==> src/hdl/mlp_online_backprop_step_macros.svh <==
// Assertion macros for the network block. Both take a label, a condition and a consequent,
// sampled on the rising edge of clock and switched off while reset is high.
`ifndef MLP_ONLINE_BACKPROP_STEP_MACROS_SVH
`define MLP_ONLINE_BACKPROP_STEP_MACROS_SVH
`ifndef SYNTHESIS
// consequent checked in the same cycle
`define MLP_ASSERT_NOW(label, ante, cons) \
   label: assert property (@(posedge clock) disable iff (reset) (ante) |-> (cons)) \
      else $error("mlp_obp: check failed");
// consequent checked in the cycle after the condition
`define MLP_ASSERT_NEXT(label, ante, cons) \
   label: assert property (@(posedge clock) disable iff (reset) (ante) |=> (cons)) \
      else $error("mlp_obp: check failed");
`else
`define MLP_ASSERT_NOW(label, ante, cons)
`define MLP_ASSERT_NEXT(label, ante, cons)
`endif
`endif

==> src/hdl/mlp_obp_pkg.sv <==
`default_nettype none

package mlp_obp_pkg;

   // request kinds carried on req_tuser
   typedef enum logic [1:0] {
      REQ_TRAIN = 2'd0,
      REQ_INFER = 2'd1,
      REQ_LOAD  = 2'd2,
      REQ_READ  = 2'd3
   } req_code_type;

   // fixed field widths
   localparam int IN_BITS   = 16;  // network inputs, Q4.12
   localparam int TGT_BITS  = 13;  // target and output, Q1.12
   localparam int WIDX_BITS = 5;
   localparam int WVAL_BITS = 24;  // loaded and read weights, Q8.16
   localparam int DO_BITS   = 16;  // output error term
   localparam int MB_BITS   = 24;  // second multiplier operand

   localparam logic [TGT_BITS-1:0] ONE_Q12 = 13'd4096;

   localparam int REQ_DATA_BITS = 80;
   localparam int RSP_DATA_BITS = 40;

endpackage

`default_nettype wire

==> src/hdl/mlp_obp_ram.sv <==
`default_nettype none

module mlp_obp_ram #(
   parameter int DATA_BITS = 24,
   parameter int DEPTH     = 17
) (
   input  wire logic                                      clock,
   input  wire logic                                      wr_en,
   input  wire logic [((DEPTH > 1) ? $clog2(DEPTH) : 1)-1:0] wr_addr,
   input  wire logic [DATA_BITS-1:0]                      wr_data,
   input  wire logic                                      rd_en,
   input  wire logic [((DEPTH > 1) ? $clog2(DEPTH) : 1)-1:0] rd_addr,
   output logic      [DATA_BITS-1:0]                      rd_data
);

   logic [DATA_BITS-1:0] mem_ff [DEPTH];
   logic [DATA_BITS-1:0] rd_data_ff;

   // one write port, one registered read port
   always_ff @(posedge clock) begin
      if (wr_en) begin
         mem_ff[wr_addr] <= wr_data;
      end
      if (rd_en) begin
         rd_data_ff <= mem_ff[rd_addr];
      end
   end

   assign rd_data = rd_data_ff;

endmodule

`default_nettype wire

==> src/hdl/mlp_online_backprop_step.sv <==
`default_nettype none
// 2-input, 4-hidden, 1-output sigmoid network with online backprop, one item at a time.
// A train beat runs the forward pass, applies one gradient step (learning rate 1,
// derivative y*(1-y)) and then returns the output of that forward pass; an infer beat runs
// the forward pass only; load and read beats reach single weights (0-7 hidden weights,
// 8-11 hidden biases, 12-15 output weights, 16 output bias). The multiplies go through one
// shared 26x24 multiplier and the weight updates through one saturating adder under a
// sequencer, with the weights in a small RAM read one entry per cycle. req_tready is low
// while an item is in work; one finished result may wait in the output register while the
// next item is taken. Weights are zero after reset.
`include "mlp_online_backprop_step_macros.svh"

module mlp_online_backprop_step #(
   parameter int HIDDEN_UNITS    = 4,
   parameter int NET_INPUTS      = 2,
   parameter int SIGMOID_ENTRIES = 256,
   parameter int WEIGHT_BITS     = 24
) (
   input  wire logic                                   clock,
   input  wire logic                                   reset,
   input  wire logic                                   req_tvalid,
   output logic                                        req_tready,
   // in_a, in_b, target, weight_index, weight_value, zero pad
   input  wire logic [mlp_obp_pkg::REQ_DATA_BITS-1:0]  req_tdata,
   // req_type
   input  wire logic [1:0]                             req_tuser,
   output logic                                        rsp_tvalid,
   input  wire logic                                   rsp_tready,
   // net_output, weight_read, zero pad
   output logic      [mlp_obp_pkg::RSP_DATA_BITS-1:0]  rsp_tdata
);

   localparam int HB_BASE     = HIDDEN_UNITS * NET_INPUTS;
   localparam int OW_BASE     = HB_BASE + HIDDEN_UNITS;
   localparam int OB_INDEX    = OW_BASE + HIDDEN_UNITS;
   localparam int NUM_WEIGHTS = OB_INDEX + 1;
   localparam int AW          = $clog2(NUM_WEIGHTS);
   localparam int HW          = (HIDDEN_UNITS > 1) ? $clog2(HIDDEN_UNITS) : 1;
   localparam int NW          = (NET_INPUTS > 1) ? $clog2(NET_INPUTS) : 1;
   localparam int IDX_BITS    = $clog2(SIGMOID_ENTRIES);
   localparam int EB          = $clog2(SIGMOID_ENTRIES + 1);
   localparam int MA          = WEIGHT_BITS + 2;
   localparam int MB          = mlp_obp_pkg::MB_BITS;
   localparam int PB          = MA + MB;
   localparam int ACC_BITS    = WEIGHT_BITS + 19;
   localparam int ZB          = WEIGHT_BITS + 8;
   localparam int SUM_BITS    = WEIGHT_BITS + 15;
   localparam int TB          = mlp_obp_pkg::TGT_BITS;
   localparam int IB          = mlp_obp_pkg::IN_BITS;
   localparam longint WMAX    = (longint'(1) << (WEIGHT_BITS - 1)) - 1;
   localparam longint WMIN    = -WMAX - 1;
   localparam logic signed [SUM_BITS-1:0] SAT_HI = SUM_BITS'(WMAX);
   localparam logic signed [SUM_BITS-1:0] SAT_LO = SUM_BITS'(WMIN);

   typedef enum logic [4:0] {
      ST_IDLE, ST_LOAD, ST_RREQ, ST_RDAT,
      ST_F_RD, ST_F_MUL, ST_F_ACC, ST_B_RD, ST_B_ADD, ST_S_IDX, ST_S_LUT,
      ST_O_RD, ST_O_MUL, ST_O_ACC,
      ST_D1, ST_D2, ST_D3,
      ST_U_RD, ST_U_MUL, ST_U_WV, ST_U_P, ST_U_DH1, ST_U_DH2,
      ST_W_RD, ST_W_MUL, ST_W_WR, ST_HB_RD, ST_HB_WR, ST_OB_RD, ST_OB_WR,
      ST_DONE
   } st_type;

   // sigmoid table, built at elaboration by the integer exp series
   logic [TB-1:0] sig_lut [SIGMOID_ENTRIES];

   for (genvar k = 0; k < SIGMOID_ENTRIES; k++) begin : g_sig
      localparam longint ONE = longint'(1) << 30;
      localparam longint Z   = ((longint'(k) << 34) / SIGMOID_ENTRIES) - (longint'(8) << 30);
      localparam longint T   = (Z >= 0) ? Z : -Z;
      localparam longint U   = T >> 4;
      localparam longint T1  = ((ONE * U) >> 30) / 1;
      localparam longint T2  = ((T1 * U) >> 30) / 2;
      localparam longint T3  = ((T2 * U) >> 30) / 3;
      localparam longint T4  = ((T3 * U) >> 30) / 4;
      localparam longint T5  = ((T4 * U) >> 30) / 5;
      localparam longint T6  = ((T5 * U) >> 30) / 6;
      localparam longint T7  = ((T6 * U) >> 30) / 7;
      localparam longint T8  = ((T7 * U) >> 30) / 8;
      localparam longint T9  = ((T8 * U) >> 30) / 9;
      localparam longint T10 = ((T9 * U) >> 30) / 10;
      localparam longint T11 = ((T10 * U) >> 30) / 11;
      localparam longint T12 = ((T11 * U) >> 30) / 12;
      localparam longint T13 = ((T12 * U) >> 30) / 13;
      localparam longint T14 = ((T13 * U) >> 30) / 14;
      localparam longint S0  = ONE - T1 + T2 - T3 + T4 - T5 + T6 - T7 + T8 - T9 + T10
                               - T11 + T12 - T13 + T14;
      localparam longint S1  = (S0 * S0) >> 30;
      localparam longint S2  = (S1 * S1) >> 30;
      localparam longint S3  = (S2 * S2) >> 30;
      localparam longint S4  = (S3 * S3) >> 30;
      localparam longint DEN = ONE + S4;
      localparam longint NUM = (Z >= 0) ? (longint'(1) << 42) : (S4 << 12);
      localparam longint VAL = (NUM + DEN / 2) / DEN;
      assign sig_lut[k] = TB'(VAL);
   end

   // registers
   st_type                          state_ff, state_in;
   mlp_obp_pkg::req_code_type       op_ff, op_in;
   logic signed [IB-1:0]            x_ff [NET_INPUTS];
   logic signed [IB-1:0]            x_in [NET_INPUTS];
   logic [TB-1:0]                   tgt_ff, tgt_in;
   logic [mlp_obp_pkg::WIDX_BITS-1:0] widx_ff, widx_in;
   logic signed [mlp_obp_pkg::WVAL_BITS-1:0] wval_ff, wval_in;
   logic [HW-1:0]                   h_ff, h_in;
   logic [NW-1:0]                   i_ff, i_in;
   logic                            out_ph_ff, out_ph_in;
   logic signed [ACC_BITS-1:0]      acc_ff, acc_in;
   logic signed [ZB-1:0]            z_ff, z_in;
   logic [IDX_BITS-1:0]             sidx_ff, sidx_in;
   logic [TB-1:0]                   hv_ff [HIDDEN_UNITS];
   logic [TB-1:0]                   hv_in [HIDDEN_UNITS];
   logic [TB-1:0]                   y_ff, y_in;
   logic signed [mlp_obp_pkg::DO_BITS-1:0] do_ff, do_in;
   logic signed [MA-1:0]            p_ff, p_in;
   logic signed [MA-1:0]            dh_ff, dh_in;
   logic signed [PB-1:0]            prod_ff;
   logic [23:0]                     wres_ff, wres_in;
   logic [AW-1:0]                   raddr_ff, raddr_in;
   logic [NUM_WEIGHTS-1:0]          valid_ff, valid_in;
   logic                            rd_ok_ff, rd_ok_in;
   logic                            rsp_valid_ff, rsp_valid_in;
   logic [TB-1:0]                   rsp_net_ff, rsp_net_in;
   logic [23:0]                     rsp_weight_ff, rsp_weight_in;

   // datapath nets
   logic                            req_fire;
   logic                            in_range;
   logic                            h_last, i_last;
   logic                            rd_en, wr_en;
   logic [AW-1:0]                   rd_addr, wr_addr;
   logic [WEIGHT_BITS-1:0]          ram_q, wr_data;
   logic signed [WEIGHT_BITS-1:0]   q;
   logic signed [MA-1:0]            mul_a;
   logic signed [MB-1:0]            mul_b;
   logic signed [PB-1:0]            mul_p;
   logic signed [PB-13:0]           prod_sh12;
   logic signed [ACC_BITS-13:0]     acc_sh12;
   logic signed [SUM_BITS-1:0]      upd_base, upd_add, upd_sum;
   logic signed [TB:0]              err;
   logic signed [ZB:0]              sig_off;
   logic [19+EB:0]                  sig_mul;

   assign req_fire  = req_tvalid && req_tready;
   assign in_range  = 32'(widx_ff) < NUM_WEIGHTS;
   assign h_last    = h_ff == HW'(HIDDEN_UNITS - 1);
   assign i_last    = i_ff == NW'(NET_INPUTS - 1);
   assign q         = rd_ok_ff ? $signed(ram_q) : '0;
   assign prod_sh12 = prod_ff[PB-1:12];
   assign acc_sh12  = acc_ff[ACC_BITS-1:12];
   assign err       = $signed({1'b0, tgt_ff}) - $signed({1'b0, y_ff});
   assign sig_off   = (ZB+1)'(z_ff) + (ZB+1)'(524288);
   assign sig_mul   = sig_off[19:0] * EB'(SIGMOID_ENTRIES);

   // shared multiplier
   assign mul_p = mul_a * mul_b;

   // shared update adder with saturation to the weight range
   assign upd_sum = upd_base + upd_add;
   always_comb begin
      if (upd_sum > SAT_HI) begin
         wr_data = WEIGHT_BITS'(SAT_HI);
      end else if (upd_sum < SAT_LO) begin
         wr_data = WEIGHT_BITS'(SAT_LO);
      end else begin
         wr_data = WEIGHT_BITS'(upd_sum);
      end
   end

   assign wr_addr = (state_ff == ST_LOAD) ? AW'(widx_ff) : raddr_ff;

   mlp_obp_ram #(
      .DATA_BITS (WEIGHT_BITS),
      .DEPTH     (NUM_WEIGHTS)
   ) u_wram (
      .clock   (clock),
      .wr_en   (wr_en),
      .wr_addr (wr_addr),
      .wr_data (wr_data),
      .rd_en   (rd_en),
      .rd_addr (rd_addr),
      .rd_data (ram_q)
   );

   // sequencer
   always_comb begin
      state_in      = state_ff;
      op_in         = op_ff;
      x_in          = x_ff;
      tgt_in        = tgt_ff;
      widx_in       = widx_ff;
      wval_in       = wval_ff;
      h_in          = h_ff;
      i_in          = i_ff;
      out_ph_in     = out_ph_ff;
      acc_in        = acc_ff;
      z_in          = z_ff;
      sidx_in       = sidx_ff;
      hv_in         = hv_ff;
      y_in          = y_ff;
      do_in         = do_ff;
      p_in          = p_ff;
      dh_in         = dh_ff;
      wres_in       = wres_ff;
      raddr_in      = raddr_ff;
      valid_in      = valid_ff;
      rd_ok_in      = rd_ok_ff;
      rsp_valid_in  = rsp_valid_ff;
      rsp_net_in    = rsp_net_ff;
      rsp_weight_in = rsp_weight_ff;
      rd_en         = 1'b0;
      rd_addr       = '0;
      wr_en         = 1'b0;
      mul_a         = '0;
      mul_b         = '0;
      upd_base      = SUM_BITS'(q);
      upd_add       = '0;

      // result beat taken
      if (rsp_valid_ff && rsp_tready) begin
         rsp_valid_in = 1'b0;
      end

      case (state_ff)
         ST_IDLE: begin
            if (req_fire) begin
               op_in   = mlp_obp_pkg::req_code_type'(req_tuser);
               for (int n = 0; n < NET_INPUTS; n++) begin
                  x_in[n] = (n == 0) ? $signed(req_tdata[15:0]) :
                            ((n == 1) ? $signed(req_tdata[31:16]) : '0);
               end
               tgt_in  = (req_tdata[44:32] > mlp_obp_pkg::ONE_Q12) ? mlp_obp_pkg::ONE_Q12
                                                                   : req_tdata[44:32];
               widx_in = req_tdata[49:45];
               wval_in = $signed(req_tdata[73:50]);
               h_in    = '0;
               i_in    = '0;
               out_ph_in = 1'b0;
               acc_in  = '0;
               wres_in = '0;
               case (mlp_obp_pkg::req_code_type'(req_tuser))
                  mlp_obp_pkg::REQ_LOAD: state_in = ST_LOAD;
                  mlp_obp_pkg::REQ_READ: state_in = ST_RREQ;
                  default:               state_in = ST_F_RD;
               endcase
            end
         end
         ST_LOAD: begin
            upd_base = SUM_BITS'(wval_ff);
            wr_en    = in_range;
            state_in = ST_DONE;
         end
         ST_RREQ: begin
            rd_en    = in_range;
            rd_addr  = AW'(widx_ff);
            state_in = ST_RDAT;
         end
         ST_RDAT: begin
            wres_in  = in_range ? 24'(q) : '0;
            state_in = ST_DONE;
         end
         // hidden unit: multiply-accumulate over the inputs
         ST_F_RD: begin
            rd_en    = 1'b1;
            rd_addr  = AW'(h_ff * NET_INPUTS + i_ff);
            state_in = ST_F_MUL;
         end
         ST_F_MUL: begin
            mul_a    = MA'(q);
            mul_b    = MB'(x_ff[i_ff]);
            state_in = ST_F_ACC;
         end
         ST_F_ACC: begin
            acc_in = acc_ff + prod_ff[ACC_BITS-1:0];
            if (i_last) begin
               i_in     = '0;
               state_in = ST_B_RD;
            end else begin
               i_in     = i_ff + 1'b1;
               state_in = ST_F_RD;
            end
         end
         // bias, then sigmoid
         ST_B_RD: begin
            rd_en    = 1'b1;
            rd_addr  = out_ph_ff ? AW'(OB_INDEX) : AW'(HB_BASE + h_ff);
            state_in = ST_B_ADD;
         end
         ST_B_ADD: begin
            z_in     = ZB'(acc_sh12) + ZB'(q);
            state_in = ST_S_IDX;
         end
         ST_S_IDX: begin
            if (sig_off[ZB]) begin
               sidx_in = '0;
            end else if (|sig_off[ZB-1:20]) begin
               sidx_in = IDX_BITS'(SIGMOID_ENTRIES - 1);
            end else begin
               sidx_in = sig_mul[19+IDX_BITS:20];
            end
            state_in = ST_S_LUT;
         end
         ST_S_LUT: begin
            acc_in = '0;
            if (out_ph_ff) begin
               y_in     = sig_lut[sidx_ff];
               state_in = (op_ff == mlp_obp_pkg::REQ_INFER) ? ST_DONE : ST_D1;
            end else begin
               hv_in[h_ff] = sig_lut[sidx_ff];
               if (h_last) begin
                  h_in      = '0;
                  out_ph_in = 1'b1;
                  state_in  = ST_O_RD;
               end else begin
                  h_in     = h_ff + 1'b1;
                  state_in = ST_F_RD;
               end
            end
         end
         // output unit: multiply-accumulate over the hidden outputs
         ST_O_RD: begin
            rd_en    = 1'b1;
            rd_addr  = AW'(OW_BASE + h_ff);
            state_in = ST_O_MUL;
         end
         ST_O_MUL: begin
            mul_a    = MA'(q);
            mul_b    = MB'(hv_ff[h_ff]);
            state_in = ST_O_ACC;
         end
         ST_O_ACC: begin
            acc_in = acc_ff + prod_ff[ACC_BITS-1:0];
            if (h_last) begin
               h_in     = '0;
               state_in = ST_B_RD;
            end else begin
               h_in     = h_ff + 1'b1;
               state_in = ST_O_RD;
            end
         end
         // output error: y*(1-y)*(target-y)
         ST_D1: begin
            mul_a    = MA'(y_ff);
            mul_b    = MB'(mlp_obp_pkg::ONE_Q12 - y_ff);
            state_in = ST_D2;
         end
         ST_D2: begin
            mul_a    = MA'(err);
            mul_b    = prod_ff[MB-1:0];
            state_in = ST_D3;
         end
         ST_D3: begin
            do_in    = prod_ff[mlp_obp_pkg::DO_BITS+19:20];
            h_in     = '0;
            state_in = ST_U_RD;
         end
         // per hidden unit: output weight update, then hidden error
         ST_U_RD: begin
            rd_en    = 1'b1;
            rd_addr  = AW'(OW_BASE + h_ff);
            state_in = ST_U_MUL;
         end
         ST_U_MUL: begin
            mul_a    = MA'(do_ff);
            mul_b    = MB'(hv_ff[h_ff]);
            state_in = ST_U_WV;
         end
         ST_U_WV: begin
            upd_add  = SUM_BITS'(prod_sh12);
            wr_en    = 1'b1;
            mul_a    = MA'(q);
            mul_b    = MB'(do_ff);
            state_in = ST_U_P;
         end
         ST_U_P: begin
            p_in     = prod_ff[MA+15:16];
            mul_a    = MA'(hv_ff[h_ff]);
            mul_b    = MB'(mlp_obp_pkg::ONE_Q12 - hv_ff[h_ff]);
            state_in = ST_U_DH1;
         end
         ST_U_DH1: begin
            mul_a    = p_ff;
            mul_b    = prod_ff[MB-1:0];
            state_in = ST_U_DH2;
         end
         ST_U_DH2: begin
            dh_in    = prod_ff[PB-1:24];
            i_in     = '0;
            state_in = ST_W_RD;
         end
         // hidden weights of this unit
         ST_W_RD: begin
            rd_en    = 1'b1;
            rd_addr  = AW'(h_ff * NET_INPUTS + i_ff);
            state_in = ST_W_MUL;
         end
         ST_W_MUL: begin
            mul_a    = dh_ff;
            mul_b    = MB'(x_ff[i_ff]);
            state_in = ST_W_WR;
         end
         ST_W_WR: begin
            upd_add = SUM_BITS'(prod_sh12);
            wr_en   = 1'b1;
            if (i_last) begin
               i_in     = '0;
               state_in = ST_HB_RD;
            end else begin
               i_in     = i_ff + 1'b1;
               state_in = ST_W_RD;
            end
         end
         ST_HB_RD: begin
            rd_en    = 1'b1;
            rd_addr  = AW'(HB_BASE + h_ff);
            state_in = ST_HB_WR;
         end
         ST_HB_WR: begin
            upd_add = SUM_BITS'(dh_ff);
            wr_en   = 1'b1;
            if (h_last) begin
               state_in = ST_OB_RD;
            end else begin
               h_in     = h_ff + 1'b1;
               state_in = ST_U_RD;
            end
         end
         ST_OB_RD: begin
            rd_en    = 1'b1;
            rd_addr  = AW'(OB_INDEX);
            state_in = ST_OB_WR;
         end
         ST_OB_WR: begin
            upd_add  = SUM_BITS'(do_ff);
            wr_en    = 1'b1;
            state_in = ST_DONE;
         end
         // hand the result to the output register once it is free
         ST_DONE: begin
            if (!rsp_valid_ff || rsp_tready) begin
               rsp_valid_in  = 1'b1;
               rsp_net_in    = (op_ff == mlp_obp_pkg::REQ_TRAIN ||
                                op_ff == mlp_obp_pkg::REQ_INFER) ? y_ff : '0;
               rsp_weight_in = wres_ff;
               state_in      = ST_IDLE;
            end
         end
         default: begin
            state_in = ST_IDLE;
         end
      endcase

      // read side bookkeeping and written-entry marks
      if (rd_en) begin
         raddr_in = rd_addr;
         rd_ok_in = valid_ff[rd_addr];
      end
      if (wr_en) begin
         valid_in[wr_addr] = 1'b1;
      end
   end

   always_ff @(posedge clock) begin
      if (reset) begin
         state_ff     <= ST_IDLE;
         valid_ff     <= '0;
         rd_ok_ff     <= 1'b0;
         rsp_valid_ff <= 1'b0;
      end else begin
         state_ff     <= state_in;
         valid_ff     <= valid_in;
         rd_ok_ff     <= rd_ok_in;
         rsp_valid_ff <= rsp_valid_in;
      end
      op_ff         <= op_in;
      x_ff          <= x_in;
      tgt_ff        <= tgt_in;
      widx_ff       <= widx_in;
      wval_ff       <= wval_in;
      h_ff          <= h_in;
      i_ff          <= i_in;
      out_ph_ff     <= out_ph_in;
      acc_ff        <= acc_in;
      z_ff          <= z_in;
      sidx_ff       <= sidx_in;
      hv_ff         <= hv_in;
      y_ff          <= y_in;
      do_ff         <= do_in;
      p_ff          <= p_in;
      dh_ff         <= dh_in;
      prod_ff       <= mul_p;
      wres_ff       <= wres_in;
      raddr_ff      <= raddr_in;
      rsp_net_ff    <= rsp_net_in;
      rsp_weight_ff <= rsp_weight_in;
   end

   assign req_tready = state_ff == ST_IDLE;
   assign rsp_tvalid = rsp_valid_ff;
   assign rsp_tdata  = {3'b000, rsp_weight_ff, rsp_net_ff};

   // checks
   `MLP_ASSERT_NEXT(a_busy_after_accept, req_tvalid && req_tready, !req_tready)
   `MLP_ASSERT_NOW(a_write_only_train_load, wr_en, (op_ff == mlp_obp_pkg::REQ_TRAIN) || (op_ff == mlp_obp_pkg::REQ_LOAD))
   `MLP_ASSERT_NEXT(a_result_issued, (state_ff == ST_DONE) && (!rsp_valid_ff || rsp_tready), rsp_tvalid && req_tready)

endmodule

`default_nettype wire
==> config.mk <==
export PLATFORM = sky130hd
export DESIGN_NAME = mlp_online_backprop_step
export DESIGN_NICKNAME = d
export VERILOG_FILES = /design/src/hdl/mlp_obp_pkg.sv /design/src/hdl/mlp_obp_ram.sv /design/src/hdl/mlp_online_backprop_step.sv
export VERILOG_INCLUDE_DIRS = /design/src /design/src/hdl
export SDC_FILE = /design/constraint.sdc
export NUM_CORES = 2
export LEC_CHECK = 0
export BUFFER_PORTS_ARGS = -buffer_cell sky130_fd_sc_hd__buf_2
export CAP_MARGIN = 10
export CORE_ASPECT_RATIO = 2
export CORE_MARGIN = 5
export CORE_UTILIZATION = 50
export CTS_BUF_LIST = sky130_fd_sc_hd__clkbuf_8
export DETAILED_ROUTE_END_ITERATION = 10
export PLACE_DENSITY_LB_ADDON = 0.12
export SLEW_MARGIN = 10
export SYNTH_ARGS = -nofsm -noshare
export SYNTH_HDL_FRONTEND = slang
export SYNTH_HIERARCHICAL = 1
export SYNTH_SLANG_ARGS = --single-unit
==> constraint.sdc <==
create_clock -name clock -period 8.8 [get_ports clock]
set_input_delay 0.88 -clock clock [delete_from_list [all_inputs] [get_ports clock]]
set_output_delay 0.88 -clock clock [all_outputs]
set_load 0.05 [all_outputs]
==> results.txt <==
----------------------------------------------------
[Min path]
  Worst-case hold path end point ... x_ff[13]
  Worst hold path depth ... 1
  HP Class ... in -> reg
  Start point of the worst hold path ... req_tdata[29]

[Timing]
  Final setup margin ... -0.400 ns
  Final hold slack ... roughly 0.24 ns
  Relative slew margins ... between 10% and 20%
  Setup repair after global routing missed its margin ... yes
  Maximum clock rate ... ~0.11 GHz
  Final slew viol count ... 0
  Final setup fails ... 15
  Min Clock Period, post-route ... about 9.2 ns
  Final count of hold timing violations ... 0
  Share of the clock period used by the worst path ... 105%
  Actual transition at the worst max-transition pin ... around 1.2 ns
  Final Skew ... about 0.089 ns

[Setup path]
  Data required time of the critical path ... 9.54 ns
  Path type of the worst setup path ... reg -> reg
  Most common cell type on the critical path ... sky130_fd_sc_hd__fa_1
  Sort of element at the start of the critical path ... flip-flop
  Worst reg2reg endpoint ... prod_ff[49]
  Critical path arrival ... between 9 and 10 ns
  Delay contributed by the slowest stage of the critical path ... 0.59 ns
  Register-to-Register Setup Slack ... -0.40 ns
  Setup crit end kind ... flip-flop
  Reg-to-Reg Start ... y_ff[0]
  Count of cells along the worst register-to-register path ... about 40
  Critical path peak fanout ... 5
  Master of the slowest instance on the critical path ... sky130_fd_sc_hd__fa_1

[Power]
  Worst vdd rail ir drop ... 0.267 mV
  Pwr Density ... between 200 and 250 nW/um2
  Leakage component of the power ... between 30 and 40 nW

[Place]
  Worst slack at placement ... -0.875 ns
  Final RePlAce weighted congestion ... about 1
  Buffers on Ports ... approximately 120
  DP Wirelength ... ~170 mm
  Post-placement cell area ... approximately 71,000 um2

[Clocking]
  Largest buffer count on any clock path ... 3
  Clock root buffer master ... sky130_fd_sc_hd__clkbuf_8
  CTS Buf Count ... 117
  Number of H-tree levels ... 3
  Num Clock Sinks ... 850
  Hold bufs inserted after CTS ... 0
  Clock tree from TritonCTS ... yes
  Clock transition at the registers of the reported paths ... around 0.08 ns
  Later-pin clock latency in the skew report ... ~0.83 ns

[Floorplan]
  Die X ... between 200 and 300 um
  Die Footprint ... 136,000 um2
  Top-level I/O count ... 128
  Overall die height ... between 500 and 600 um
  Effective utilization at floorplan ... between 50% and 60%
  Core region area ... 127,000 um2
  Row cnt ... ~190

[GRT]
  First-pass GRT wire length ... between 300 and 400 mm
  Pin count of the biggest net entering global routing ... slightly above 90
  Via count of the first global-routing pass ... 50,400
  Leftover overflow at the end of global routing ... 0
  Antenna violations before repair ... 6
  Global-route usage over all layers ... between 30% and 40%

[Route]
  Final routed wire length divided by cell count ... between 20 and 30 um
  Count of unresolved DRC violations after routing ... 0
  Total routed wirelength ... between 200 and 250 mm
  Total via count in the routed design ... about 47,000
  Iteration count of the initial detailed-routing pass ... 5
  Avg Vias per Cell ... between 5 and 6
  Remaining number of nets flagged by the antenna check after routing ... 0
  Iteration-0 DRC count of the detailed router ... between 3,000 and 4,000

[Synth]
  Async set-or-reset flop fraction in the synthesized netlist ... 0%
  Unique masters post-synth ... between 80 and 90
  Primary flip-flop cell chosen by synthesis mapping ... sky130_fd_sc_hd__edfxtp_1
  Count of mapped cells out of synthesis ... around 5,800
  Flip-flop and latch count after synthesis ... 850
  Proportion of synthesized chip area in sequential cells ... slightly below 40%
  Combined area of all synthesized cells ... roughly 64,000 um2
  Number of enable flip-flop cells after synthesis ... approximately 780
  Avg Synthesized Cell Area ... between 10 and 15 um2
  Count of warnings emitted by yosys ... 6

[Job]
  Maximum Capacitance Violations ... 0

[Cells and area]
  Number of filler cells placed in the layout ... 10,800
  Leading cell type in the layout, fill and taps excluded ... sky130_fd_sc_hd__edfxtp_1
  Share of final-layout standard cells stronger than drive strength 1 ... a little over a fifth
  Area occupied by multi-input gates ... between 30,000 and 40,000 um2
  Syn-to-layout area delta ... 17.5%
  Fin area ... around 75,000 um2
  Layout Utilization ... 59.1%
  Net total in the final layout ... around 7,400
  Commonest cells after routing, fill and taps aside ... sky130_fd_sc_hd__edfxtp_1, sky130_fd_sc_hd__inv_1, sky130_fd_sc_hd__nand2_1
  Area of all sequential standard cells ... 24,800 um2

[Status]
  Status ... finished with violations
  Violations in the final reports ... negative setup slack

----------------------------------------------------
-- sequential cells by signal, indices dropped and copies added (netlist names), 5 cells and up --
register and count:
u_wram/mem_ff 408, prod_ff 50, hv_ff 48, acc_ff 43, x_ff 32, dh_ff 26
p_ff 26, rsp_weight_ff 24, u_wram/rd_data 24, wres_ff 24, wval_ff 24, z_ff 20
valid_ff 17, do_ff 16, tgt_ff 13, rsp_net_ff 12, y_ff 12, sidx_ff 8
raddr_ff 5, state_ff 5, widx_ff 5
-- metal layers --
layer	vias up	share of wire, %	GRT usage (%)
met5	-	0.013	0
met4	4	7.9	18.8
met3	622	4.6	3.36
met2	1680	54	58.7
met1	23900	33	32.3
li1	20900	-	-
-- how the worst max path moves through the flow --
stage / start / endpoint / depth (start not counted) / slack, ns
6_report: y_ff[0] / prod_ff[49] / 41 / -0.40
5_1_grt: y_ff[1] / prod_ff[49] / 44 / -0.72
4_1_cts: tgt_ff[1] / prod_ff[49] / 42 / -0.40
3_5_place_dp: y_ff[0] / prod_ff[47] / 38 / -0.87
3_3_place_gp: y_ff[0] / prod_ff[47] / 39 / -0.82
2_1_floorplan: y_ff[0] / prod_ff[48] / 36 / -0.01
-- logic make-up (layout without fill, tap and decap cells) --
group	count (synthesis)	in the layout	share of synthesized area, %
DFF	850	850	38.8
xor gates and xnor gates	170	170	2.33
muxes	170	170	4.90
buffers and inverters	1070	1771	6.71
adders and majority gates	935	935	26.0
and+or+nand+nor	1566	1566	10.8
other	1	8	0.00587
AOI/OAI and AO/OA	1003	1004	10.5
-- layout make-up --
class                   count  share of cell area, %
diodes                      4                 0.0133
clock buffers             117                   2.14
clock inverters           101                   1.01
inverters                 783                   3.91
multi-input cells        3849                   48.5
flip-flops and latches    850                   33.0
well taps                1683                   2.80
repair buffers            770                   8.64
-- Yosys cell counts (17+ instances only) --
| cell | instances | area share, % |
|---|---|---|
| sky130_fd_sc_hd__inv_1 | 779 | 4.6 |
| sky130_fd_sc_hd__edfxtp_1 | 776 | 36 |
| sky130_fd_sc_hd__nand2_1 | 719 | 4.2 |
| sky130_fd_sc_hd__fa_1 | 654 | 20 |
| sky130_fd_sc_hd__nor2_1 | 418 | 2.5 |
| sky130_fd_sc_hd__ha_1 | 281 | 5.5 |
| sky130_fd_sc_hd__a21oi_1 | 239 | 1.9 |
| sky130_fd_sc_hd__clkbuf_1 | 237 | 1.4 |
| sky130_fd_sc_hd__o21ai_0 | 200 | 1.6 |
| sky130_fd_sc_hd__mux4_2 | 111 | 3.9 |
| sky130_fd_sc_hd__xnor2_1 | 103 | 1.4 |
| sky130_fd_sc_hd__a21o_1 | 99 | 1.2 |
| sky130_fd_sc_hd__and2_1 | 82 | 0.80 |
| sky130_fd_sc_hd__dfxtp_1 | 74 | 2.3 |
| sky130_fd_sc_hd__xor2_1 | 67 | 0.92 |
| sky130_fd_sc_hd__a22oi_1 | 62 | 0.73 |
| sky130_fd_sc_hd__nor2b_1 | 61 | 0.60 |
| sky130_fd_sc_hd__nor3_1 | 59 | 0.46 |
| sky130_fd_sc_hd__mux2i_1 | 51 | 0.80 |
| sky130_fd_sc_hd__nand2b_1 | 50 | 0.49 |
| sky130_fd_sc_hd__nand3_1 | 42 | 0.33 |
| sky130_fd_sc_hd__a211oi_1 | 39 | 0.46 |
| sky130_fd_sc_hd__o22ai_1 | 36 | 0.35 |
| sky130_fd_sc_hd__a31oi_1 | 35 | 0.34 |
| sky130_fd_sc_hd__nand4_1 | 31 | 0.30 |
| sky130_fd_sc_hd__o21ai_1 | 29 | 0.23 |
| sky130_fd_sc_hd__o211ai_1 | 27 | 0.32 |
| sky130_fd_sc_hd__and3_1 | 26 | 0.25 |
| sky130_fd_sc_hd__o21a_1 | 26 | 0.31 |
| sky130_fd_sc_hd__a221oi_2 | 21 | 0.49 |
| sky130_fd_sc_hd__o31ai_1 | 20 | 0.23 |
| sky130_fd_sc_hd__o21bai_1 | 17 | 0.20 |
-- critical path, delay by kind of cell, from the launching register on --
family	cells	cell delay (ns)
AOI/OAI and AO/OA	18	2.81
xor gates and xnor gates	2	0.27
buffers and inverters	7	0.66
DFF	1	0.45
adders and majority gates	10	4.38
and+or+nand+nor	4	0.55
-- report_power, final --
part / internal (W) / switching (W)
Combinational: 0.00245 / 0.00469
Clock: 0.00154 / 0.00161
Sequential: 0.00619 / 0.000319
-- per-stage QoR --
step / TNS (ns) / std cells / power, W
after global placement: -10.02 / 7864 / 0.0134
after floorplan: -0.0137 / 5768 / 0.0105
after global routing: -8.56 / 8154 / 0.0176
after CTS: -3.06 / 8127 / 0.0168
after detailed placement: -11.40 / 7864 / 0.0135
final: -3.20 / 8157 / 0.0168
-- repair_timing --
item,4_1_cts,5_1_grt
resized for setup,139,163
setup endpoints to repair,28,29
gates cloned,3,2
buffers inserted,43,26
pin swaps,83,121
Note: power is estimated with default switching activity, not from simulation.
